### src/rtl/gbl_pkg.sv
package gbl_pkg;

  // field widths
  localparam int unsigned POS_W   = 24;
  localparam int unsigned HALF_W  = 23;
  localparam int unsigned INV_W   = 24;
  localparam int unsigned CNT_W   = 9;
  localparam int unsigned TOT_W   = 17;
  localparam int unsigned CFG_W   = 24;
  localparam int unsigned CFG_IDX_W = 3;

  // datapath widths
  localparam int unsigned MAG_W   = POS_W + 1;          // pos - origin
  localparam int unsigned DIFF_W  = POS_W + 2;          // pos - origin +/- half
  localparam int unsigned PROD_W  = MAG_W + INV_W;
  localparam int unsigned Q_W     = 16;                 // saturated bin magnitude
  localparam int unsigned BIN_W   = Q_W + 1;            // signed bin
  localparam int unsigned SPAN_W  = BIN_W + 1;          // raw bin difference
  localparam int unsigned TOP_W   = SPAN_W + 1;         // lower corner plus span
  localparam int unsigned FLAT_W  = 27;                 // zb * ny + yb
  localparam int unsigned SPROD_W = 2 * CNT_W;          // bz * ny

  localparam int unsigned NUM_LANES = 3;
  localparam int unsigned LANE_C    = 0;
  localparam int unsigned LANE_LO   = 1;
  localparam int unsigned LANE_HI   = 2;

  localparam int unsigned AXIS_STAGES = 4;
  localparam int unsigned COMB_STAGES = 3;
  localparam int unsigned N_STAGES    = AXIS_STAGES + COMB_STAGES;

  localparam int unsigned IN_TDATA_W  = 96;
  localparam int unsigned OUT_TDATA_W = 72;

  localparam int unsigned MAX_AXIS_BINS_DEF   = 256;
  localparam int unsigned COORD_FRAC_BITS_DEF = 8;

  localparam logic [INV_W-1:0] INV_STEP_RST = 24'h010000;
  localparam logic [TOT_W-1:0] TOT_MAX      = 17'h10000;

  typedef enum logic [CFG_IDX_W-1:0] {
    CFG_ORIGIN_Y   = 3'd0,
    CFG_ORIGIN_Z   = 3'd1,
    CFG_INV_STEP_Y = 3'd2,
    CFG_INV_STEP_Z = 3'd3,
    CFG_COUNT_Y    = 3'd4,
    CFG_COUNT_Z    = 3'd5,
    CFG_TOTAL_BINS = 3'd6
  } cfg_idx_e;

  // effective grid settings
  typedef struct packed {
    logic [POS_W-1:0] origin_y;
    logic [POS_W-1:0] origin_z;
    logic [INV_W-1:0] inv_y;
    logic [INV_W-1:0] inv_z;
    logic [CNT_W-1:0] ny;
    logic [CNT_W-1:0] nz;
    logic [TOT_W-1:0] nt;
  } gbl_cfg_t;

  // result item, last field in the lowest bits
  typedef struct packed {
    logic [7:0]  area_span_z;
    logic [7:0]  area_span_y;
    logic [15:0] area_start;
    logic [7:0]  cell_z;
    logic [7:0]  cell_y;
    logic        outside;
    logic [15:0] flat_bin;
  } gbl_res_t;

  // clamp a signed bin to 0..n-1
  function automatic logic [CNT_W-1:0] clamp_bin(logic signed [BIN_W-1:0] v,
                                                 logic [CNT_W-1:0] n);
    logic [CNT_W-1:0] r;
    if (v[BIN_W-1]) begin
      r = '0;
    end else if ({1'b0, v[Q_W-1:0]} >= BIN_W'(n)) begin
      r = n - CNT_W'(1);
    end else begin
      r = v[CNT_W-1:0];
    end
    return r;
  endfunction

endpackage

### src/rtl/gbl_combine.sv
module gbl_combine import gbl_pkg::*; (
  input  logic                    clk_i,
  input  logic [COMB_STAGES-1:0]  en_i,
  input  gbl_cfg_t                cfg_i,
  input  logic signed [BIN_W-1:0] yb_i,
  input  logic signed [BIN_W-1:0] ylo_i,
  input  logic signed [BIN_W-1:0] yhi_i,
  input  logic signed [BIN_W-1:0] zb_i,
  input  logic signed [BIN_W-1:0] zlo_i,
  input  logic signed [BIN_W-1:0] zhi_i,
  output gbl_res_t                res_o
);

  // stage e
  logic signed [BIN_W-1:0]  yb_e_q, zb_e_q;
  logic [CNT_W-1:0]         cy_e_q, cz_e_q, by_e_q, bz_e_q;
  logic [SPAN_W-1:0]        sy_e_q, sz_e_q;
  // stage f
  logic signed [BIN_W-1:0]  yb_f_q;
  logic signed [FLAT_W-1:0] fprod_f_q;
  logic [SPROD_W-1:0]       sprod_f_q;
  logic [CNT_W-1:0]         cy_f_q, cz_f_q, by_f_q, bz_f_q;
  logic [SPAN_W-1:0]        sy_f_q, sz_f_q;
  logic signed [TOP_W-1:0]  ytop_f_q, ztop_f_q;
  // stage g
  gbl_res_t                 res_q;

  logic signed [FLAT_W-1:0] flat;
  logic                     out_lo, out_hi;

  always_ff @(posedge clk_i) begin
    if (en_i[0]) begin
      yb_e_q <= yb_i;
      zb_e_q <= zb_i;
      cy_e_q <= clamp_bin(yb_i, cfg_i.ny);
      cz_e_q <= clamp_bin(zb_i, cfg_i.nz);
      by_e_q <= clamp_bin(ylo_i, cfg_i.ny);
      bz_e_q <= clamp_bin(zlo_i, cfg_i.nz);
      sy_e_q <= SPAN_W'(yhi_i) - SPAN_W'(ylo_i);
      sz_e_q <= SPAN_W'(zhi_i) - SPAN_W'(zlo_i);
    end
  end

  always_ff @(posedge clk_i) begin
    if (en_i[1]) begin
      yb_f_q    <= yb_e_q;
      fprod_f_q <= FLAT_W'(zb_e_q) * FLAT_W'($signed({1'b0, cfg_i.ny}));
      sprod_f_q <= SPROD_W'(bz_e_q) * SPROD_W'(cfg_i.ny);
      cy_f_q    <= cy_e_q;
      cz_f_q    <= cz_e_q;
      by_f_q    <= by_e_q;
      bz_f_q    <= bz_e_q;
      sy_f_q    <= sy_e_q;
      sz_f_q    <= sz_e_q;
      // lower corner plus raw span, checked against the upper edge next
      ytop_f_q  <= TOP_W'(by_e_q) + TOP_W'($signed(sy_e_q));
      ztop_f_q  <= TOP_W'(bz_e_q) + TOP_W'($signed(sz_e_q));
    end
  end

  always_comb begin
    flat   = fprod_f_q + FLAT_W'(yb_f_q);
    out_lo = flat[FLAT_W-1];
    out_hi = !flat[FLAT_W-1] && (flat[FLAT_W-2:0] >= (FLAT_W-1)'(cfg_i.nt));
  end

  always_ff @(posedge clk_i) begin
    if (en_i[2]) begin
      priority if (out_lo) begin
        res_q.flat_bin <= '0;
      end else if (out_hi) begin
        res_q.flat_bin <= 16'(cfg_i.nt - TOT_W'(1));
      end else begin
        res_q.flat_bin <= flat[15:0];
      end
      res_q.outside    <= out_lo | out_hi;
      res_q.cell_y     <= cy_f_q[7:0];
      res_q.cell_z     <= cz_f_q[7:0];
      res_q.area_start <= sprod_f_q[15:0] + 16'(by_f_q);
      res_q.area_span_y <= (ytop_f_q >= TOP_W'($signed({1'b0, cfg_i.ny})))
                           ? 8'(cfg_i.ny - CNT_W'(1) - by_f_q) : sy_f_q[7:0];
      res_q.area_span_z <= (ztop_f_q >= TOP_W'($signed({1'b0, cfg_i.nz})))
                           ? 8'(cfg_i.nz - CNT_W'(1) - bz_f_q) : sz_f_q[7:0];
    end
  end

  assign res_o = res_q;

endmodule

### config.mk
export PLATFORM = sky130hd
export DESIGN_NAME = gbl_combine
export DESIGN_NICKNAME = d
export VERILOG_FILES = /design/src/rtl/gbl_pkg.sv /design/src/rtl/gbl_combine.sv
export SDC_FILE = /design/constraint.sdc
export NUM_CORES = 1
export LEC_CHECK = 0
export BUFFER_PORTS_ARGS = -buffer_cell sky130_fd_sc_hd__buf_2
export CAP_MARGIN = 30
export CORE_MARGIN = 2
export CORE_UTILIZATION = 35
export DETAILED_ROUTE_END_ITERATION = 8
export GPL_TIMING_DRIVEN = 0
export SKIP_CTS_REPAIR_TIMING = 1
export SLEW_MARGIN = 20
export SYNTH_ARGS = -nofsm -noshare
export SYNTH_HDL_FRONTEND = slang
export SYNTH_SLANG_ARGS = --single-unit
### constraint.sdc
create_clock -name clk_i -period 20.3 [get_ports clk_i]
set_input_delay 3.045 -clock clk_i [delete_from_list [all_inputs] [get_ports clk_i]]
set_output_delay 3.045 -clock clk_i [all_outputs]
set_load 0.005 [all_outputs]
==> metrics.md <==
| Metric | Value |
|---|---|
| Power Dens Cells | `127 mW/mm^2` |
| Largest net degree at the start of global routing | `77` |
| Post-synth EDFFs | `316` |
| Syn_area_per_cell | `10.4 um^2` |
| Vias | `17966` |
| Clk_lat worst skew | `560 ps` |
| Fraction of registers with async set/reset | `0` |
| Final Hold Viols | `0` |
| P_sw | `1470 uW` |
| CTS max path bufs | `3` |
| Comb pwr share | `0.550` |
| Seq/Total Area, Yosys | `0.369` |
| Top_reg_cell synth | `edfxtp_1` |
| Yosys warns | `0` |
| MaxCap Viol Count | `0` |
| CP required | `20690 ps` |
| Critical Path Start Type | `input pin` |
| Post-route ant nets | `0` |
| # IOs | `302` |
| First-pass GRT wire length | `96500 um` |
| Routed vias/inst | `4.85` |
| Die Span X | `275 um` |
| Dpl cell area | `0.0280 mm^2` |
| Die height | `275 um` |
| Peak VDD IR | `0.0859 mV` |
| Post-DP HPWL | `49000 um` |
| Max FO, Critical Path | `10` |
| Most frequent cells in the layout | `inv_1, edfxtp_1, ha_1` |
| Total wire length | `61200 um` |
| Critical Path End Type | `register` |
| Core area | `0.0728 mm^2` |
| Total grt overflow | `0` |
| Setup CP Type | `in -> reg` |
| Final period utilization | `0.456` |
| Unrepaired setup endpoints after global routing | `no` |
| Post-Route Skew | `21.3 ps` |
| Total global-route track usage | `0.163` |
| Power Total | `3710 uW` |
| Initial antenna violation count | `1` |
| Final Net Count | `3405` |
| Fmax | `108 MHz` |
| PortBufs | `199` |
| TritonCTS clock tree | `built` |
| Tightest Hold Check Type | `reg -> reg` |
| Slew @ Worst Pin | `900 ps` |
| Setup_tns | `0 ps` |
| DRT Pass-1 Iters | `5` |
| Syn-to-layout area delta | `13.7%` |
| Starting Density | `0.353` |
| Slew HR | `0.400` |
| Max H-tree Level | `2` |
| Iter 0 DRT Violations | `1047` |
| # rows | `99` |
| Period minus WS final | `9250 ps` |
| Average wire per standard cell | `16.5 um` |
| Post-synthesis cell area | `0.0257 mm^2` |
| CP arrival | `9650 ps` |
| Sw frac | `0.396` |
| CTS Root Cell | `clkbuf_16` |
| Slew Viols, Final | `0` |
| Clock power share | `0.180` |
| CTS clk-pin slew, worst paths | `60 ps` |
| Seq pwr share | `0.270` |
| Commonest non-fill, non-tap cell in the layout | `inv_1` |
| TritonCTS sink count | `316` |
| Layout cells sized above 1 | `0.104` |
| RD Place Congestion | `0.856` |
| Count of cell types in the netlist | `67` |
| Die ar. | `0.0757 mm^2` |
| Design Area, Final | `0.0293 mm^2` |
| Residual DRC | `0` |
| Fill cells | `7133` |
| Final setup vio count | `0` |
| Syn nets | `3163` |
| Vias in the first global route | `17860` |
| FF+latch count, synth | `316` |
| Leak Pwr | `0.0130 uW` |
| TritonCTS Buffers | `38` |
| Internal power | `2240 uW` |
| Status | `finished, final reports clean` |
| Gate Count Post-Synth | `2475` |
-- metrics by stage --
stage               utilization  hold slack [ps]  setup slack, ps  instances
detailed placement        0.385              405            10510       3636
finish                    0.402              398            11050       3703
global placement          0.384              401            10560       3633
global route              0.402              404            10760       3702
floorplan                     -              400            11570       2475
CTS                       0.402              393            11100       3702
-- layer usage --
metal | vias to the layer above | global-route usage | share of wire
li1 | 8948 | - | -
met1 | 8513 | 0.222 | 0.46
met2 | 425 | 0.273 | 0.47
met3 | 78 | 0.0216 | 0.049
met4 | 2 | 0.0440 | 0.021
met5 | - | 0 | 0.00021
-- worst max-delay path, cell delays in order --
cell and delay, ps:
buf_2 130, clkbuf_1 530, buf_1 550, nand2_1 160
fa_1 530, inv_1 50, fa_1 490, inv_1 50
fa_1 470, inv_1 50, fa_1 520, inv_1 50
fa_1 530, inv_1 40, ha_1 350, or4_1 480
o221a_2 160, a41oi_1 350, o221ai_1 200, o211ai_1 330
or4b_1 460, o211ai_1 110
-- worst paths after layout --
check	startpoint	to	cells after the start	slack, ps
worst max-delay path	cfg_i[28]	fprod_f_q[25]	22	11050
worst min-delay path	yb_e_q[2]	yb_f_q[2]	0	400
worst max register to register	zb_e_q[7]	fprod_f_q[25]	20	14060
worst min register to register	yb_e_q[2]	yb_f_q[2]	0	400
-- flip-flops by register name, summed over array words and instances (netlist names) --
register and flops:
res_o 65, fprod_f_q 27, ytop_f_q 19, ztop_f_q 19
sy_e_q 18, sz_e_q 18, yb_e_q 17, yb_f_q 17
zb_e_q 17, sprod_f_q 16, by_e_q 9, by_f_q 9
bz_e_q 9, bz_f_q 8, cy_e_q 8, cy_f_q 8
cz_e_q 8, cz_f_q 8, sy_f_q 8, sz_f_q 8
-- synthesized netlist by cell type (18+ instances only) --
cell	instances	area, um^2
and2_1	110	688
inv_1	376	1410
xor2_1	23	201
fa_1	186	3720
a21o_1	47	353
ha_1	265	3320
nor3_1	81	405
nand3_1	38	190
nor2_1	100	375
clkbuf_1	46	173
o211ai_1	19	143
o21a_1	26	195
edfxtp_1	316	9490
xnor2_1	131	1150
a21oi_1	143	716
nand2_1	234	878
nor2b_1	18	113
o21ai_0	83	415
-- layout make-up --
class                   count  area, um^2  area share
clock inverters            20         181     0.00620
well taps                 959        1200      0.0410
repair buffers            202        1100      0.0375
diodes                      1        2.50   0.0000855
flip-flops and latches    316        9490       0.324
plain buffers              61         241     0.00825
inverters                 376        1410      0.0482
multi-input cells        1722       14600       0.499
clock buffers              46        1040      0.0357
-- power groups by stage --
stage	clock network, uW	logic (uW)	registers [uW]
after floorplan	0	1570	1000
final	667	2040	1000
after CTS	684	2060	1010
after global placement	0	2020	1020
after detailed placement	0	2050	1020
after global routing	704	2360	1020
-- cell families after synthesis --
logic type / after synthesis / synth area share
buf+inv: 437 / 0.0642
compound gates: 425 / 0.106
simple gates: 668 / 0.126
mux: 24 / 0.00967
xor+xnor: 154 / 0.0524
fa+ha+maj: 451 / 0.273
flops: 316 / 0.369
No activity file was read; power rests on OpenSTA's default activity.
