[src/rtl/gbl_pkg.sv]
package gbl_pkg;

  // field widths
  localparam int unsigned POS_W   = 24;
  localparam int unsigned HALF_W  = 23;
  localparam int unsigned INV_W   = 24;
  localparam int unsigned CNT_W   = 9;
  localparam int unsigned TOT_W   = 17;
  localparam int unsigned CFG_W   = 24;
  localparam int unsigned CFG_IDX_W = 3;

  // datapath widths
  localparam int unsigned MAG_W   = POS_W + 1;          // pos - origin
  localparam int unsigned DIFF_W  = POS_W + 2;          // pos - origin +/- half
  localparam int unsigned PROD_W  = MAG_W + INV_W;
  localparam int unsigned Q_W     = 16;                 // saturated bin magnitude
  localparam int unsigned BIN_W   = Q_W + 1;            // signed bin
  localparam int unsigned SPAN_W  = BIN_W + 1;          // raw bin difference
  localparam int unsigned TOP_W   = SPAN_W + 1;         // lower corner plus span
  localparam int unsigned FLAT_W  = 27;                 // zb * ny + yb
  localparam int unsigned SPROD_W = 2 * CNT_W;          // bz * ny

  localparam int unsigned NUM_LANES = 3;
  localparam int unsigned LANE_C    = 0;
  localparam int unsigned LANE_LO   = 1;
  localparam int unsigned LANE_HI   = 2;

  localparam int unsigned AXIS_STAGES = 4;
  localparam int unsigned COMB_STAGES = 3;
  localparam int unsigned N_STAGES    = AXIS_STAGES + COMB_STAGES;

  localparam int unsigned IN_TDATA_W  = 96;
  localparam int unsigned OUT_TDATA_W = 72;

  localparam int unsigned MAX_AXIS_BINS_DEF   = 256;
  localparam int unsigned COORD_FRAC_BITS_DEF = 8;

  localparam logic [INV_W-1:0] INV_STEP_RST = 24'h010000;
  localparam logic [TOT_W-1:0] TOT_MAX      = 17'h10000;

  typedef enum logic [CFG_IDX_W-1:0] {
    CFG_ORIGIN_Y   = 3'd0,
    CFG_ORIGIN_Z   = 3'd1,
    CFG_INV_STEP_Y = 3'd2,
    CFG_INV_STEP_Z = 3'd3,
    CFG_COUNT_Y    = 3'd4,
    CFG_COUNT_Z    = 3'd5,
    CFG_TOTAL_BINS = 3'd6
  } cfg_idx_e;

  // effective grid settings
  typedef struct packed {
    logic [POS_W-1:0] origin_y;
    logic [POS_W-1:0] origin_z;
    logic [INV_W-1:0] inv_y;
    logic [INV_W-1:0] inv_z;
    logic [CNT_W-1:0] ny;
    logic [CNT_W-1:0] nz;
    logic [TOT_W-1:0] nt;
  } gbl_cfg_t;

  // result item, last field in the lowest bits
  typedef struct packed {
    logic [7:0]  area_span_z;
    logic [7:0]  area_span_y;
    logic [15:0] area_start;
    logic [7:0]  cell_z;
    logic [7:0]  cell_y;
    logic        outside;
    logic [15:0] flat_bin;
  } gbl_res_t;

  // clamp a signed bin to 0..n-1
  function automatic logic [CNT_W-1:0] clamp_bin(logic signed [BIN_W-1:0] v,
                                                 logic [CNT_W-1:0] n);
    logic [CNT_W-1:0] r;
    if (v[BIN_W-1]) begin
      r = '0;
    end else if ({1'b0, v[Q_W-1:0]} >= BIN_W'(n)) begin
      r = n - CNT_W'(1);
    end else begin
      r = v[CNT_W-1:0];
    end
    return r;
  endfunction

endpackage

[src/rtl/gbl_axis.sv]
module gbl_axis import gbl_pkg::*; #(
  parameter int unsigned COORD_FRAC_BITS = COORD_FRAC_BITS_DEF
) (
  input  logic                    clk_i,
  input  logic [AXIS_STAGES-1:0]  en_i,
  input  logic [POS_W-1:0]        pos_i,
  input  logic [HALF_W-1:0]       half_i,
  input  logic [POS_W-1:0]        origin_i,
  input  logic [INV_W-1:0]        inv_i,
  output logic signed [BIN_W-1:0] bin_c_o,
  output logic signed [BIN_W-1:0] bin_lo_o,
  output logic signed [BIN_W-1:0] bin_hi_o
);

  localparam int unsigned PROD_SHIFT = COORD_FRAC_BITS + 16;

  logic signed [MAG_W-1:0]  r_q;
  logic [HALF_W-1:0]        h_q;
  logic signed [DIFF_W-1:0] diff [NUM_LANES];
  logic [MAG_W-1:0]         mag_q [NUM_LANES];
  logic [NUM_LANES-1:0]     neg_b_q, neg_c_q;
  logic [PROD_W-1:0]        prod_q [NUM_LANES];
  logic signed [BIN_W-1:0]  bin_q [NUM_LANES];

  // stage a: offset from grid origin
  always_ff @(posedge clk_i) begin
    if (en_i[0]) begin
      r_q <= MAG_W'($signed(pos_i)) - MAG_W'($signed(origin_i));
      h_q <= half_i;
    end
  end

  always_comb begin
    diff[LANE_C]  = DIFF_W'(r_q);
    diff[LANE_LO] = DIFF_W'(r_q) - DIFF_W'(h_q);
    diff[LANE_HI] = DIFF_W'(r_q) + DIFF_W'(h_q);
  end

  // stage b: sign and magnitude, stage c: scale, stage d: truncate and saturate
  always_ff @(posedge clk_i) begin
    for (int i = 0; i < NUM_LANES; i++) begin
      if (en_i[1]) begin
        neg_b_q[i] <= diff[i][DIFF_W-1];
        mag_q[i]   <= diff[i][DIFF_W-1] ? MAG_W'(-diff[i]) : MAG_W'(diff[i]);
      end
      if (en_i[2]) begin
        neg_c_q[i] <= neg_b_q[i];
        prod_q[i]  <= PROD_W'(mag_q[i]) * PROD_W'(inv_i);
      end
    end
  end

  always_ff @(posedge clk_i) begin
    if (en_i[3]) begin
      for (int i = 0; i < NUM_LANES; i++) begin
        logic [PROD_W-1:0] sh;
        logic [Q_W-1:0]    q;
        sh = prod_q[i] >> PROD_SHIFT;
        q  = (|sh[PROD_W-1:Q_W]) ? '1 : sh[Q_W-1:0];
        bin_q[i] <= neg_c_q[i] ? -$signed(BIN_W'(q)) : $signed(BIN_W'(q));
      end
    end
  end

  assign bin_c_o  = bin_q[LANE_C];
  assign bin_lo_o = bin_q[LANE_LO];
  assign bin_hi_o = bin_q[LANE_HI];

endmodule

[config.mk]
export PLATFORM = sky130hd
export DESIGN_NAME = gbl_axis
export DESIGN_NICKNAME = d
export VERILOG_FILES = /design/src/rtl/gbl_pkg.sv /design/src/rtl/gbl_axis.sv
export SDC_FILE = /design/constraint.sdc
export NUM_CORES = 2
export LEC_CHECK = 0
export BUFFER_PORTS_ARGS = -buffer_cell sky130_fd_sc_hd__buf_4
export CAP_MARGIN = 20
export CORE_MARGIN = 2
export CORE_UTILIZATION = 30
export DETAILED_ROUTE_END_ITERATION = 8
export PLACE_DENSITY_LB_ADDON = 0.3
export SYNTH_ARGS = -nofsm -noshare
export SYNTH_HDL_FRONTEND = slang
export SYNTH_SLANG_ARGS = --single-unit
[constraint.sdc]
create_clock -name clk_i -period 8.6 [get_ports clk_i]
set_clock_uncertainty 0.1 [all_clocks]
set_input_delay 1.72 -clock clk_i [delete_from_list [all_inputs] [get_ports clk_i]]
set_output_delay 1.72 -clock clk_i [all_outputs]
set_load 0.01 [all_outputs]
==> summary by stage <==
Worst setup path
The count of cell instances traversed by the critical path is 27. The worst setup path is of the input pin to flop kind. The worst setup path is captured at a flop. The most prevalent standard cell on the critical path is sky130_fd_sc_hd__fa_1. At the worst endpoint, the required time is 8.99 ns. The worst register-to-register path has a depth of 25. The cell class contributing the biggest share of worst-path delay is adder cells. The number of buffer and inverter instances along the worst setup path is 7. The element type at the critical path start is an input pin. The data arrival time at the worst-slack endpoint is 8.74 ns. The reg-to-reg critical path endpoint is prod_q[0][97]$_DFFE_PP_. In this run the critical register-to-register path is launched from mag_q[0][34]$_DFFE_PP_. The reg2reg setup slack is 0.57 ns. Among all stages on the critical path, the largest delay is contributed by sky130_fd_sc_hd__fa_1. The delay contributed by the slowest stage of the critical path is 0.52 ns. The biggest fanout along the worst timing path is 20.

Clock tree
The clock latency of the later-clocked register in the worst-skew pair is 0.67 ns. The H-tree depth is 2. The maximum buffer depth of the clock tree is 3. Buffers inserted to repair hold after CTS numbered 0. Counting every sink on the clock net gives 254. The clock root buffer is sky130_fd_sc_hd__clkbuf_16. Clock-pin slew was measured on the worst setup and hold paths at 0.05 ns. In this run, CTS created clock tree buffers numbering 35.

TritonCTS built the clock tree.

STA
Of the available clock period, the critical path in the final layout requires 0.972. Measured against its own limit, the worst slew margin works out to 0.288. Setup repair after global routing could not meet its margin everywhere.

The total count of hold-check failures in the final report is 0. The clock period minus worst slack is 8.36 ns. For the pin with the worst max-slew slack, the measured transition is 1.07 ns. Summed over all failing endpoints, the final setup total negative slack is 0 ns. The maximum clock rate is 120 MHz.

The tightest hold path in the finished design has a slack of 0.453 ns. Setup violations remaining at the end of the flow were counted as 0. The max-slew violation total from the final report is 0.

Routing
The routed design has 194,000 µm of wire. The initial DRC count is 2,746. The detailed-route wire length per cell is 17.6 µm. In this run the remaining antenna-violating nets after routing total 0. After detailed routing, the number of remaining DRC violations is 0.

The final route contains 50,005 vias. The via-per-instance ratio is 4.55. The iteration count of the initial detailed-routing pass is 5.

Hold path
Counting instances, the worst hold path has a depth of 0. The startpoint of the lowest-slack hold path is neg_b_q[0]$_DFFE_PP_. For hold timing, the worst endpoint is neg_c_q[0]$_DFFE_PP_. In this run the worst hold path is classified as flop to flop.

Place
The half-perimeter wire length after detailed placement is 164,000 µm. After detailed placement, the total cell area comes to 0.0774 mm². The count of input and output buffers is 150.

Routability-driven placement finished with a final weighted congestion of 0.863.

Logic synthesis
Summing every instance area after synthesis gives 0.0703 mm². The count of flip-flops with a built-in enable after synthesis is 254. Sorting the synthesized cells by area gives the leading types as sky130_fd_sc_hd__fa_1 (43%), sky130_fd_sc_hd__edfxtp_1 (11%), sky130_fd_sc_hd__ha_1 (10%), sky130_fd_sc_hd__inv_1 (9.7%), sky130_fd_sc_hd__and2_1 (7.6%). The Yosys step of the flow raised 0 warnings.

Ranked by instance count, the synthesized netlist is headed by sky130_fd_sc_hd__inv_1 (1,807), sky130_fd_sc_hd__fa_1 (1,512), sky130_fd_sc_hd__nand2_1 (1,016). Synthesis produced 7,582 cells. The mean cell area of the mapped netlist is 9.27 µm². The share of the Yosys chip area taken by registers is 0.109. After synthesis, the share of flip-flops with an asynchronous set or reset is 0.

The most frequently used cell type in the post-synthesis netlist is sky130_fd_sc_hd__inv_1. The primary flip-flop cell chosen by synthesis mapping is sky130_fd_sc_hd__edfxtp_1. Of the post-synthesis cell area, the dominant cell type holds 0.431.

The synthesized design contains 254 register bits. The distinct cell type count of the synthesized netlist is 82. The net count after synthesis is 9,783. The dominant cell type by area after synthesis is sky130_fd_sc_hd__fa_1.

Cells and area
The synthesis-to-finish area growth is 12.2%. The number of fillers in the final layout is 24,065. For this run, the share of the core covered by cells in the final layout is 0.339.

In the final layout, the share of cells above drive strength 1 is 0.0872. Once layout is done, the placed cells without fillers occupy 0.0788 mm². The post-layout net count is 10,020.

Outcome
The run finished with clean final reports.

Die
The number of placement rows is 177. The die outline area is 0.238 mm². The floorplan step set the die width to 488 µm. From bottom edge to top edge, the die measures 488 µm. 151 I/O pins were placed. The area of the core region is 0.233 mm². The starting density of the core is 0.302.

Flow run
The tool flagged a number of max-cap violations equal to 0.

Global routing
In the global route stage, overall resource usage came out at 0.167. The sum of overflow across all layers after global routing is 0. The number of global-route vias before repair is 55,008.

The first-pass GRT wire length is 313,000 µm. The number of antenna violations at the first check in global routing is 8. The largest net degree at the start of global routing is 78.
flip-flops by register name, summed over array words and instances, names as in the netlist:
name / count
neg_c_q: 3
prod_q: 75
neg_b_q: 3
mag_q: 74
h_q: 23
r_q: 25
bin_q: 51
metal layers:
| layer | track usage | vias to the layer above | part of all wire |
|---|---|---|---|
| li1 | - | 22988 | - |
| met1 | 0.227 | 25832 | 0.45 |
| met2 | 0.285 | 1022 | 0.49 |
| met3 | 0.0166 | 163 | 0.043 |
| met4 | 0.0372 | 0 | 0.020 |
| met5 | 0 | - | 0 |
stage by stage:
step | std cells | worst slack [ns]
global placement | 10912 | -0.635
detailed placement | 10912 | -0.702
CTS | 10974 | 0.0685
global route | 10979 | -0.00664
finish | 10982 | 0.244
floorplan | 7582 | -0.0185
cell type report:
cell class,instances,area [µm²],share of cell area
sequential,254,7630,0.0968
tap,3132,3920,0.0497
antenna,6,15.0,0.000191
multi-input combinational,5146,54600,0.693
clock buffer,40,895,0.0114
clock inverter,22,245,0.00311
inverter,1810,6790,0.0862
timing repair buffer,572,4700,0.0596
worst max path at each step:
| stage | endpoint | slack [ns] | start |
|---|---|---|---|
| 2_1_floorplan | prod_q[0][145]$_DFFE_PP_ | -0.02 | inv_i[0] |
| 3_3_place_gp | prod_q[0][144]$_DFFE_PP_ | -0.63 | inv_i[3] |
| 3_5_place_dp | prod_q[0][144]$_DFFE_PP_ | -0.70 | inv_i[3] |
| 4_1_cts | prod_q[0][91]$_DFFE_PP_ | 0.07 | inv_i[7] |
| 5_1_grt | prod_q[0][97]$_DFFE_PP_ | -0.007 | inv_i[3] |
| 6_report | prod_q[0][97]$_DFFE_PP_ | 0.24 | inv_i[9] |
cell usage in the layout, fill, tap and decap left out, drive strengths merged, types with 6 or more instances in the layout:
master and instances:
nor2 165, o31a 6, nand2 1016, clkinv 18, nor4 23, nand4 22
a21boi 10, a221oi 7, o21bai 14, nor3 49, o41ai 7, diode 6
inv 1810, a211o 10, or3 6, nand3 32, or4 8, nand2b 21
and2 855, a211oi 15, and3 23, o21a 16, buf 571, a21o 77
ha 589, a21oi 163, edfxtp 254, xor2 69, or2 16, a221o 12
o211ai 8, o311ai 10, a31oi 20, o21ai 107, nor2b 27, o32ai 6
clkbuf 41, o31ai 21, xnor2 149, fa 1512
cell families (layout without fill, tap and decap cells):
kind of cell               Yosys count  after routing  share of synthesized area
AOI/OAI and AO/OA                  539            539                     0.0499
xor gates and xnor gates           218            218                     0.0272
adders and majority gates         2101           2101                      0.536
buffers and inverters             2182           2444                      0.117
DFF                                254            254                      0.109
muxes                                1              1                   0.000160
other                                0              6                          0
and+or+nand+nor                   2287           2287                      0.162
repair_timing:
item / in CTS / in global routing
hold endpoints to repair: 0 / 0
pin swaps: 0 / 15
setup endpoints to repair: 2 / 23
gates cloned: 0 / 1
buffers inserted: 0 / 1
gates resized for setup: 1 / 36
Power is not shown: default switching activity piles up to over one toggle a cycle in this logic, so the estimate is an artifact.
