$ cat src/rtl/gbl_pkg.sv
package gbl_pkg;

  // field widths
  localparam int unsigned POS_W   = 24;
  localparam int unsigned HALF_W  = 23;
  localparam int unsigned INV_W   = 24;
  localparam int unsigned CNT_W   = 9;
  localparam int unsigned TOT_W   = 17;
  localparam int unsigned CFG_W   = 24;
  localparam int unsigned CFG_IDX_W = 3;

  // datapath widths
  localparam int unsigned MAG_W   = POS_W + 1;          // pos - origin
  localparam int unsigned DIFF_W  = POS_W + 2;          // pos - origin +/- half
  localparam int unsigned PROD_W  = MAG_W + INV_W;
  localparam int unsigned Q_W     = 16;                 // saturated bin magnitude
  localparam int unsigned BIN_W   = Q_W + 1;            // signed bin
  localparam int unsigned SPAN_W  = BIN_W + 1;          // raw bin difference
  localparam int unsigned TOP_W   = SPAN_W + 1;         // lower corner plus span
  localparam int unsigned FLAT_W  = 27;                 // zb * ny + yb
  localparam int unsigned SPROD_W = 2 * CNT_W;          // bz * ny

  localparam int unsigned NUM_LANES = 3;
  localparam int unsigned LANE_C    = 0;
  localparam int unsigned LANE_LO   = 1;
  localparam int unsigned LANE_HI   = 2;

  localparam int unsigned AXIS_STAGES = 4;
  localparam int unsigned COMB_STAGES = 3;
  localparam int unsigned N_STAGES    = AXIS_STAGES + COMB_STAGES;

  localparam int unsigned IN_TDATA_W  = 96;
  localparam int unsigned OUT_TDATA_W = 72;

  localparam int unsigned MAX_AXIS_BINS_DEF   = 256;
  localparam int unsigned COORD_FRAC_BITS_DEF = 8;

  localparam logic [INV_W-1:0] INV_STEP_RST = 24'h010000;
  localparam logic [TOT_W-1:0] TOT_MAX      = 17'h10000;

  typedef enum logic [CFG_IDX_W-1:0] {
    CFG_ORIGIN_Y   = 3'd0,
    CFG_ORIGIN_Z   = 3'd1,
    CFG_INV_STEP_Y = 3'd2,
    CFG_INV_STEP_Z = 3'd3,
    CFG_COUNT_Y    = 3'd4,
    CFG_COUNT_Z    = 3'd5,
    CFG_TOTAL_BINS = 3'd6
  } cfg_idx_e;

  // effective grid settings
  typedef struct packed {
    logic [POS_W-1:0] origin_y;
    logic [POS_W-1:0] origin_z;
    logic [INV_W-1:0] inv_y;
    logic [INV_W-1:0] inv_z;
    logic [CNT_W-1:0] ny;
    logic [CNT_W-1:0] nz;
    logic [TOT_W-1:0] nt;
  } gbl_cfg_t;

  // result item, last field in the lowest bits
  typedef struct packed {
    logic [7:0]  area_span_z;
    logic [7:0]  area_span_y;
    logic [15:0] area_start;
    logic [7:0]  cell_z;
    logic [7:0]  cell_y;
    logic        outside;
    logic [15:0] flat_bin;
  } gbl_res_t;

  // clamp a signed bin to 0..n-1
  function automatic logic [CNT_W-1:0] clamp_bin(logic signed [BIN_W-1:0] v,
                                                 logic [CNT_W-1:0] n);
    logic [CNT_W-1:0] r;
    if (v[BIN_W-1]) begin
      r = '0;
    end else if ({1'b0, v[Q_W-1:0]} >= BIN_W'(n)) begin
      r = n - CNT_W'(1);
    end else begin
      r = v[CNT_W-1:0];
    end
    return r;
  endfunction

endpackage

$ cat src/rtl/gbl_cfg_regs.sv
module gbl_cfg_regs import gbl_pkg::*; #(
  parameter int unsigned MAX_AXIS_BINS = MAX_AXIS_BINS_DEF
) (
  input  logic                 clk_i,
  input  logic                 rst_ni,
  input  logic                 cfg_we_i,
  input  logic [CFG_IDX_W-1:0] cfg_idx_i,
  input  logic [CFG_W-1:0]     cfg_wdata_i,
  output gbl_cfg_t             cfg_o
);

  logic [POS_W-1:0] origin_y_q, origin_z_q;
  logic [INV_W-1:0] inv_y_q, inv_z_q;
  logic [CNT_W-1:0] count_y_q, count_z_q;
  logic [TOT_W-1:0] total_q;

  function automatic logic [CNT_W-1:0] eff_count(logic [CNT_W-1:0] c);
    logic [CNT_W-1:0] r;
    if (c == '0) begin
      r = CNT_W'(1);
    end else if (32'(c) > 32'(MAX_AXIS_BINS)) begin
      r = CNT_W'(MAX_AXIS_BINS);
    end else begin
      r = c;
    end
    return r;
  endfunction

  always_ff @(posedge clk_i or negedge rst_ni) begin
    if (!rst_ni) begin
      origin_y_q <= '0;
      origin_z_q <= '0;
      inv_y_q    <= INV_STEP_RST;
      inv_z_q    <= INV_STEP_RST;
      count_y_q  <= CNT_W'(1);
      count_z_q  <= CNT_W'(1);
      total_q    <= TOT_W'(1);
    end else if (cfg_we_i) begin
      unique case (cfg_idx_i)
        CFG_ORIGIN_Y:   origin_y_q <= cfg_wdata_i[POS_W-1:0];
        CFG_ORIGIN_Z:   origin_z_q <= cfg_wdata_i[POS_W-1:0];
        CFG_INV_STEP_Y: inv_y_q    <= cfg_wdata_i[INV_W-1:0];
        CFG_INV_STEP_Z: inv_z_q    <= cfg_wdata_i[INV_W-1:0];
        CFG_COUNT_Y:    count_y_q  <= cfg_wdata_i[CNT_W-1:0];
        CFG_COUNT_Z:    count_z_q  <= cfg_wdata_i[CNT_W-1:0];
        CFG_TOTAL_BINS: total_q    <= cfg_wdata_i[TOT_W-1:0];
        default: ;
      endcase
    end
  end

  always_comb begin
    cfg_o.origin_y = origin_y_q;
    cfg_o.origin_z = origin_z_q;
    cfg_o.inv_y    = inv_y_q;
    cfg_o.inv_z    = inv_z_q;
    cfg_o.ny       = eff_count(count_y_q);
    cfg_o.nz       = eff_count(count_z_q);
    if (total_q == '0) begin
      cfg_o.nt = TOT_W'(1);
    end else if (total_q > TOT_MAX) begin
      cfg_o.nt = TOT_MAX;
    end else begin
      cfg_o.nt = total_q;
    end
  end

endmodule

$ cat config.mk
export PLATFORM = sky130hd
export DESIGN_NAME = gbl_cfg_regs
export DESIGN_NICKNAME = d
export VERILOG_FILES = /design/src/rtl/gbl_pkg.sv /design/src/rtl/gbl_cfg_regs.sv
export SDC_FILE = /design/constraint.sdc
export NUM_CORES = 1
export LEC_CHECK = 0
export ABC_AREA = 1
export BUFFER_PORTS_ARGS = -buffer_cell sky130_fd_sc_hd__buf_2
export CAP_MARGIN = 20
export CORE_MARGIN = 2
export CORE_UTILIZATION = 51
export CTS_CLUSTER_SIZE = 12
export DETAILED_ROUTE_END_ITERATION = 10
export PLACE_DENSITY = 0.76
export REMOVE_ABC_BUFFERS = 1
export SLEW_MARGIN = 40
export SYNTH_ARGS = -nofsm -noshare
export SYNTH_HDL_FRONTEND = slang
export SYNTH_SLANG_ARGS = --single-unit
$ cat constraint.sdc
create_clock -name clk_i -period 1.5 [get_ports clk_i]
set_input_delay 0.15 -clock clk_i [delete_from_list [all_inputs] [get_ports clk_i]]
set_output_delay 0.15 -clock clk_i [all_outputs]
set_load 0.1 [all_outputs]
==> results of run 1 <==
## worst max-delay path by stage
| stage | end | slack, ns | from |
|---|---|---|---|
| after CTS | cfg_o[1] | -0.61 | total_q[10]$_DFFE_PN0P_ |
| final | cfg_o[3] | -0.66 | total_q[11]$_DFFE_PN0P_ |
| after detailed placement | cfg_o[3] | -0.21 | total_q[10]$_DFFE_PN0P_ |
| after floorplan | cfg_o[1] | -1.89 | total_q[16]$_DFFE_PN0P_ |
| after global routing | cfg_o[4] | -0.74 | total_q[4]$_DFFE_PN0P_ |
| after global placement | cfg_o[1] | -0.05 | total_q[10]$_DFFE_PN0P_ |
## flip-flops by register name, indices dropped and copies added, names as in the netlist
| signal | cells |
|---|---|
| count_y_q | 9 |
| count_z_q | 9 |
| inv_y_q | 24 |
| inv_z_q | 24 |
| origin_y_q | 24 |
| origin_z_q | 24 |
| total_q | 17 |
## cell families (layout without fill, tap and decap cells)
logic type / count (synthesis) / count (layout)
and+or+nand+nor: 192 / 192
DFF: 131 / 131
buffers and inverters: 76 / 320
AOI/OAI and AO/OA: 147 / 147
## power by group through the flow
stage	logic, mW	registers, mW	clock network (mW)
2_1_floorplan	2.13	8.32	0
3_3_place_gp	7.73	4.60	0
3_5_place_dp	7.83	4.63	0
4_1_cts	8.34	4.61	3.91
5_1_grt	8.89	4.71	4.07
6_report	8.60	4.65	3.88
## cell type report
| cell class | count | area share, % |
|---|---|---|
| Timing Repair Buffer | 243 | 25.5 |
| Sequential cell | 131 | 40.5 |
| Inverter | 45 | 2.14 |
| Tap cell | 136 | 2.10 |
| Clock buffer | 22 | 5.58 |
| Multi-Input combinational cell | 339 | 22.9 |
| Clock inverter | 10 | 1.33 |
## synthesized netlist by cell type
cell type,n
sky130_fd_sc_hd__nand2_1,148
sky130_fd_sc_hd__dfrtp_1,126
sky130_fd_sc_hd__o21ai_0,60
sky130_fd_sc_hd__o21ai_1,60
sky130_fd_sc_hd__inv_1,45
sky130_fd_sc_hd__nor2_1,31
sky130_fd_sc_hd__buf_6,15
sky130_fd_sc_hd__o21ai_2,12
sky130_fd_sc_hd__a21boi_1,10
sky130_fd_sc_hd__clkbuf_1,9
sky130_fd_sc_hd__a21boi_0,5
sky130_fd_sc_hd__buf_2,5
sky130_fd_sc_hd__dfstp_2,5
sky130_fd_sc_hd__nand2_2,5
sky130_fd_sc_hd__nand4_1,2
sky130_fd_sc_hd__nor2_2,2
sky130_fd_sc_hd__buf_1,1
sky130_fd_sc_hd__clkbuf_2,1
sky130_fd_sc_hd__nand3_1,1
sky130_fd_sc_hd__nand3_2,1
sky130_fd_sc_hd__nand3b_1,1
sky130_fd_sc_hd__nor2_4,1
## repair_timing
action | 4_1_cts | 5_1_grt
endpoints found under the hold margin | 192 | 0
gates resized for setup | 96 | 24
setup buffers | 21 | 9
hold buffers | 16 | 0
pin swaps | 7 | 14
endpoints found under the setup margin | 36 | 40
cloned | 1 | 0
## worst max-delay path, delay by kind of cell, from the launching register on
family / cells / cell delay (ns)
buffers and inverters: 3 / 0.48
AND/OR/NAND/NOR: 4 / 0.47
AO/OA/AOI/OAI: 1 / 0.15
flip-flops: 1 / 0.39
## through the flow
step / std cells / power, mW / util [%]
4_1_cts: 918 / 16.9 / 78.2
5_1_grt: 926 / 17.7 / 79.7
3_5_place_dp: 849 / 12.5 / 66.7
2_1_floorplan: 515 / 10.4 / -
6_report: 926 / 17.1 / 79.7
3_3_place_gp: 849 / 12.3 / 66.7
## routing by layer
| layer | up-vias | routed length [um] | GRT usage, % |
|---|---|---|---|
| li1 | 2208 | - | - |
| met1 | 2325 | 6080 | 33.5 |
| met2 | 227 | 8450 | 51.5 |
| met3 | 49 | 1170 | 7.92 |
| met4 | 0 | 546 | 13.3 |
| met5 | - | 0 | 0 |
==> results.md, run 1 <==
Yosys:
- Sorting the synthesized cells by area gives the leading types as sky130_fd_sc_hd__dfrtp_1, sky130_fd_sc_hd__nand2_1, sky130_fd_sc_hd__o21ai_0.
- The gate count after technology mapping is 546.
- The arithmetic-cell share of the synthesized area counting full adders, half adders and majority gates is 0%.
- The register bit total from synthesis is 131.
- The synthesized-area fraction occupied by xor and xnor cells is 0%.
- The average cell area after synthesis is 9.65 um2.
- The synthesis warning total is 0.
- The cell area after synthesis is 5270 um2.
- Summed over its instances, the top area cell type makes up 59.8% of the synthesized netlist area.
- The main combinational cell family by area after synthesis is compound AO/OA/AOI/OAI gates.
- The basic-gate share of the synthesized area counting and, or, nand and nor cells is 14.5%.
- The multiplexer fraction of the synthesized cell area is 0%.
- The count of distinct cell types in the synthesized netlist is 22.
- The dominant cell type by area after synthesis is sky130_fd_sc_hd__dfrtp_1.
- Summing the areas of all compound-gate instances in the mapped netlist gives 15.5% of the synthesized area.
- The share of the Yosys chip area taken by registers is 62.3%.

Global routing:
- The via count of the first global-routing pass was 4985.
- The number of antenna violations at the first check in global routing is 0.
- The global-route congestion overflow total is 0.
- Entering global routing, the biggest net connects 49 pins.
- Global routing consumed, over all layers together, 29.4% of the routing resources.
- The wire length of the first global-routing pass is 25.2 mm.

Setup path:
- Counting cells, the worst reg-to-reg path comes to 4.
- The critical path start-end classification is flip-flop to output pin.
- The worst register-to-register path begins at total_q[10]$_DFFE_PN0P_.
- The category of the worst setup path capture point is an output pin.
- The arrival time of data at the critical path endpoint is 2.01 ns.
- The capture point of the worst reg-to-reg path is total_q[10]$_DFFE_PN0P_.
- The setup check on the worst reg-to-reg path leaves a slack of 0.56 ns.
- The slowest stage of the critical path is the sky130_fd_sc_hd__dfrtp_1 cell.
- Of all nets on the critical path, the largest fanout is 7.
- For the worst setup path, the data required time is 1.35 ns.
- The most repeated library cell on the critical path is sky130_fd_sc_hd__nor2_2.
- On the worst path, the slowest cell contributes a delay of 0.39 ns.
- Traced cell by cell, the critical path runs through nor2_2 -> nand2_1 -> nor2_2 -> nand2_2 -> buf_6 -> a21boi_4 -> buf_4 -> buf_12.
- The element type at the critical path start is a flip-flop.

Pwr:
- The sequential group share of total power is 27.1%.
- For this design the total switching power over the nets is 8.44 mW.
- The worst-case IR drop observed on VDD is 1.57 mV.
- The clock network burns 22.7% of the power.
- Internal power comes to 8.69 mW.
- For this design the ratio of total power to cell area is 2110 nW/um2.
- In this run the static leakage power is 4.13 nW.
- The switching share of power is 49.3%.
- The share of total power dissipated in combinational logic is 50.2%.

Die:
- From bottom edge to top edge, the die measures 106 um.
- The cell row count is 37.
- The total I/O pin count is 161.
- The die outline area is 11200 um2.
- The die extent in x is 106 um.
- The core region is 10200 um2.
- The starting density of the core is 51.7%.

Place:
- The number of buffer cells added on primary ports is 160.
- Prior to clock tree synthesis, the placed netlist has a worst setup slack of -0.207 ns.
- The cell area reported after detailed placement is 6790 um2.
- The placed wire-length estimate is 9.47 mm.
- At the end of routability-driven placement, the weighted congestion stood at 0.834.

Finish:
- The post-route netlist has 42.5% of its cells at a drive strength greater than 1.
- In the layout the commonest cells are sky130_fd_sc_hd__nand2_1, sky130_fd_sc_hd__dfrtp_1, sky130_fd_sc_hd__buf_2, sky130_fd_sc_hd__o21ai_1, sky130_fd_sc_hd__o21ai_0.
- Fill cells in the final layout number 594.
- The footprint of the multi-input gates is 1860 um2.
- From synthesis to final layout, the design area changed by 54.1%.
- The repair_antennas step left the layout with diodes totalling 0.
- After routing the design area is 8120 um2.
- The number of nets in the layout is 807.
- Leaving out fill and tap cells, the most frequent cell in the layout is sky130_fd_sc_hd__nand2_1.
- The register cell area after layout is 3290 um2.

Routing:
- The total iterations of the first detailed-routing run is 5.
- The detailed router placed 4809 vias in this run.
- The DRC violation count after routing is 0.
- The count of antenna-violating nets left after detailed routing is 0.
- The wire length after detailed routing is 16.2 mm.
- The detailed router's first-iteration violation count is 293.
- Using the TritonRoute via totals, the vias-per-cell ratio works out to 5.19.
- The detail-routed net length per standard cell is 17.5 um.

Clock tree:
- The maximum root-to-sink buffer count is 2.
- TritonCTS built the clock tree.
- After clock tree synthesis, the clock-pin slew on the worst setup and hold paths is 0.06 ns.
- The number of buffers inserted during clock tree synthesis is 17.
- The cell chosen for the clock root is sky130_fd_sc_hd__clkbuf_8.
- The deepest level of the CTS H-tree is 4.
- For this design, the sink count on the clock tree is 131.
- The later pin in the worst-skew pair is clocked with a latency of 0.51 ns.

Timing:
- The clock period minus worst slack is 2.16 ns.
- The post-route setup TNS is -16.56 ns.
- The worst setup margin is -0.658 ns.
- Derived from the worst setup path, the maximum achievable clock frequency is 0.463 GHz.
- At the pin with the least slew margin, the transition time is 0.593 ns.
- The count of pins over their slew limit is 0.
- The period utilization is 144%.
- Setup violations remaining at the end of the flow were counted as 31.
- Headroom to the max-slew limit came out at 60.3%.
- Setup repair after global routing could not meet its margin everywhere.
- The clock skew after layout is 0 ns.
- Hold timing on the final database bottoms out at a slack of 0.0217 ns.
- The count of final hold-check violations was 0.

Run status:
- The checks that failed: setup timing.
- The run finished, with violations left.

Min path:
- The startpoint identified for the worst hold timing path is cfg_wdata_i[5].
- The path type of the worst min-delay path is input port to flip-flop.
- The worst hold path terminates at count_z_q[5]$_DFFE_PN0P_.
- The cell depth of the worst min-delay path is 3.

Flow run:
- The number of violations of the max-capacitance limit is 0.
(Power assumes the default switching activity.)
==> inputs of run 2 (changes only) <==
--- a/config.mk
+++ b/config.mk
@@ -5,7 +5,6 @@
 export SDC_FILE = /design/constraint.sdc
 export NUM_CORES = 1
 export LEC_CHECK = 0
-export ABC_AREA = 1
 export BUFFER_PORTS_ARGS = -buffer_cell sky130_fd_sc_hd__buf_2
 export CAP_MARGIN = 20
 export CORE_MARGIN = 2
==> results.md, run 2 <==
Die:
- The total I/O pin count is 161 (unchanged).
- The starting density of the core was 53.1% (+1.3 points).
- The die extent in x was 105 um (-0.32%).
- The placeable core area is 9860 um2 (-3.1%).
- The cell row count is 36 (-2.7%).
- The die outline area is 11100 um2 (-0.64%).
- The die span in y is 105 um (-0.32%).

Yosys:
- sky130_fd_sc_hd__dfrtp_1 takes more of the synthesized area than any other cell.
- The number of enable-type register cells in the synthesized netlist is 0 (unchanged).
- The average cell area after synthesis came to 15.9 um2 (+64%).
- The sequential area share after synthesis came to 62.7% (+0.42 points).
- The cell area after synthesis was 5240 um2 (-0.66%).
- The count of distinct cell types in the synthesized netlist is 21 (-4.5%).
- By count the netlist is led by sky130_fd_sc_hd__mux2_2, sky130_fd_sc_hd__dfrtp_1, sky130_fd_sc_hd__nor2b_1, sky130_fd_sc_hd__nor4_1.
- The most used flip-flop cell after synthesis is sky130_fd_sc_hd__dfrtp_1.
- The synthesis warning total is 0 (unchanged).
- The share of the synthesized area in the top cell type came to 60.2% (+0.40 points).
- After synthesis, the cell types taking the most area are sky130_fd_sc_hd__dfrtp_1, sky130_fd_sc_hd__mux2_2, sky130_fd_sc_hd__nor2b_1.
- The register bit total from synthesis was 131 (unchanged).
- Among all cell types in the netlist, the one instantiated most often is sky130_fd_sc_hd__mux2_2.
- The gate count after technology mapping is 330 (-40%).
- The async set-reset flop share out of synthesis was 100% (unchanged).

Routing:
- The wire length after detailed routing is 15.1 mm (-7.2%).
- The detailed router's first-iteration violation count was 125 (-57%).
- The total iterations of the first detailed-routing run is 4 (-1).
- The detail-routed net length per standard cell is 21.2 um (+21%).
- The via total after detailed routing is 3794 (-21%).
- The DRC violation count after routing came to 0 (unchanged).
- The count of antenna-violating nets left after detailed routing is 0 (unchanged).
- The via density per instance is 5.35 (+3.0%).

Global routing:
- The number of antenna violations at the first check in global routing is 0 (unchanged).
- The wire length of the first global-routing pass was 22.1 mm (-12%).
- The via count of the first global-routing pass is 4027 (-19%).
- The global-route congestion overflow total is 0 (unchanged).
- The maximum number of pins on one net before global-route repair is 43 (-12%).
- The overall fraction of global-route tracks in use is 26.2% (-3.1 points).

Run status:
- The checks that failed: setup timing.
- The run finished, with violations left.

Clock tree:
- The TritonCTS clock tree is built.
- The cell chosen for the clock root is sky130_fd_sc_hd__clkbuf_8.
- The maximum root-to-sink buffer count is 2 (unchanged).
- The clock input transition at the sequential cells of the worst setup and hold paths came to 0.06 ns (about the same).
- The deepest level of the CTS H-tree was 4 (unchanged).
- The number of buffers inserted during clock tree synthesis is 17 (unchanged).
- The sink count of the clock tree came to 131 (unchanged).
- The clock insertion delay at the later pin of the skew report came to 0.50 ns (about the same).

Timing:
- Setup repair after global routing could not meet its margin everywhere.
- The period utilization is 147% (+2.9 points).
- The clock period minus worst slack is 2.20 ns (+0.0432 ns).
- The count of final hold-check violations is 0 (unchanged).
- The count of pins over their slew limit is 0 (unchanged).
- The worst slew margin relative to its limit is 60.0% (-0.33 points).
- The worst setup margin is -0.701 ns (-0.0432 ns).
- The clock skew after layout is 0 ns (unchanged).
- The worst hold margin is 0.0284 ns (+0.00674 ns).
- The measured slew at the worst slew-check pin is 0.598 ns (+0.00479 ns).
- The maximum clock rate was 0.454 GHz (-2.0%).
- The setup-violating endpoint count in the final report is 31 (unchanged).

Pwr:
- The switching share of power is 49.7% (+0.43 points).
- The net switching power of the design is 9.18 mW (+8.7%).
- The power density relative to cell area is 2240 nW/um2 (+6.3%).
- The clock network fraction of design power is 20.9% (-1.8 points).
- The sequential group share of total power is 26.5% (-0.6 points).
- The internal power is 9.29 mW (+6.9%).
- The part of the power in combinational logic was 52.6% (+2.4 points).
- The cell leakage power was 3.82 nW (-7.5%).
- The largest voltage drop on the vdd net is 1.60 mV (+2.3%).

Finish:
- The relative area change from synthesis to final layout is 57.3%.
- The number of nets in the layout is 594 (-26%).
- The final instance area is 8240 um2 (+1.4%).
- The fraction of final layout cells with drive strength greater than 1 was 73.1% (+31 points).
- In the layout the commonest cells are sky130_fd_sc_hd__mux2_2, sky130_fd_sc_hd__dfrtp_1, sky130_fd_sc_hd__buf_2, sky130_fd_sc_hd__buf_12, sky130_fd_sc_hd__buf_4.
- Leaving out fill and tap cells, the most frequent cell in the layout is sky130_fd_sc_hd__mux2_2.
- The final antenna diode count is 0 (unchanged).
- The number of fillers in the final layout is 485 (-18%).

Place:
- The placed wire-length estimate is 8.85 mm (-6.6%).
- The number of buffer cells added on primary ports is 160 (unchanged).
- The cell area reported after detailed placement was 6730 um2 (-0.92%).
- The final weighted congestion of routability-driven global placement was 0.801 (-4.0%).

Min path:
- The min-delay analysis places its worst path in the category input port to flip-flop.

Flow run:
- The number of violations of the max-capacitance limit is 0 (unchanged).

Setup path:
- The critical path in this run is classified as flip-flop to output pin.
- The largest fanout of any net on the critical path is 8 (+1).
- The element type at the critical path start is a flip-flop.
- For this design, the slowest cell found on the critical path is sky130_fd_sc_hd__dfrtp_1.
- The arrival time of data at the critical path endpoint came to 2.05 ns (+0.04 ns).
- The category of the worst setup path capture point is an output pin.
- The biggest cell delay along the critical path came to 0.41 ns (+0.02 ns).
- The most repeated library cell on the critical path is sky130_fd_sc_hd__buf_12.
- The required time reported for the critical path endpoint is 1.35 ns (about the same).
- Walking the worst path, the cells encountered are nor4_4 -> buf_4 -> a41oi_4 -> buf_12 -> nor2b_4 -> buf_12.
[run 2: repair_timing]
action                                 4_1_cts  5_1_grt
pin swaps                                    6        9
setup endpoints to repair                   37       48
cloned                                       0        0
setup buffers                                6       14
endpoints found under the hold margin      225        0
hold buffers                                20        0
resized for setup                           86       75
[run 2: worst max-delay path: cells and delay by family, from the launching register on]
family          cells  cell delay [ns]
compound gates      1             0.14
buf+inv             3             0.56
flops               1             0.41
simple gates        2             0.44
[run 2: final timing paths]
path | start | endpoint | slack, ns | cells after the start
max | total_q[14]$_DFFE_PN0P_ | cfg_o[11] | -0.70 | 6
min | cfg_wdata_i[3] | inv_z_q[3]$_DFFE_PN0P_ | 0.03 | 2
max reg2reg | count_z_q[8]$_DFFE_PN0P_ | count_z_q[8]$_DFFE_PN0P_ | 0.44 | 3
min reg2reg | inv_z_q[3]$_DFFE_PN0P_ | inv_z_q[3]$_DFFE_PN0P_ | 0.50 | 1
max in group asynchronous | rst_ni | inv_z_q[16]$_DFFE_PN1P_ | 0.77 | 3
min in group asynchronous | rst_ni | count_z_q[1]$_DFFE_PN0P_ | 0.13 | 2
[run 2: layout make-up]
type | count | area [um2] | share of cell area [%]
sequential | 131 | 3290 | 39.9
inverter | 1 | 3.75 | 0.0456
tap | 133 | 166 | 2.02
timing repair buffer | 229 | 2040 | 24.8
multi-input combinational | 184 | 2180 | 26.4
clock inverter | 10 | 109 | 1.32
clock buffer | 21 | 449 | 5.45
[run 2: metal layers]
metal	track usage, %	vias up	wire (um)
met5	0	-	0
met4	8.76	0	425
met3	7.92	33	847
met2	45.0	139	8050
met1	31.5	1979	5740
li1	-	1643	-
[run 2: cell families (layout without fill, tap and decap cells)]
group,count (synthesis),in the layout,share of synthesized area (%)
AOI/OAI and AO/OA,4,4,0.526
buffers and inverters,15,261,1.77
DFF,131,131,62.7
muxes,131,131,28.2
and+or+nand+nor,49,49,6.79
[run 2: per-stage QoR]
step                setup WS, ns  std cells  TNS (ns)  total power, mW  utilization (%)
floorplan                  -1.14        316    -40.91             11.5                -
global placement          -0.286        638     -2.78             13.4             68.2
detailed placement        -0.341        638     -3.65             13.5             68.2
CTS                       -0.725        695     -9.58             17.9             79.5
global route              -0.822        709    -12.12             19.0             83.5
finish                    -0.701        709     -9.71             18.5             83.5
[run 2: power groups by stage]
stage / clock network (mW) / logic (mW) / registers, mW
CTS: 3.91 / 9.15 / 4.82
detailed placement: 0 / 8.65 / 4.83
finish: 3.87 / 9.71 / 4.89
global placement: 0 / 8.58 / 4.78
global route: 4.10 / 9.93 / 4.98
floorplan: 0 / 2.37 / 9.14
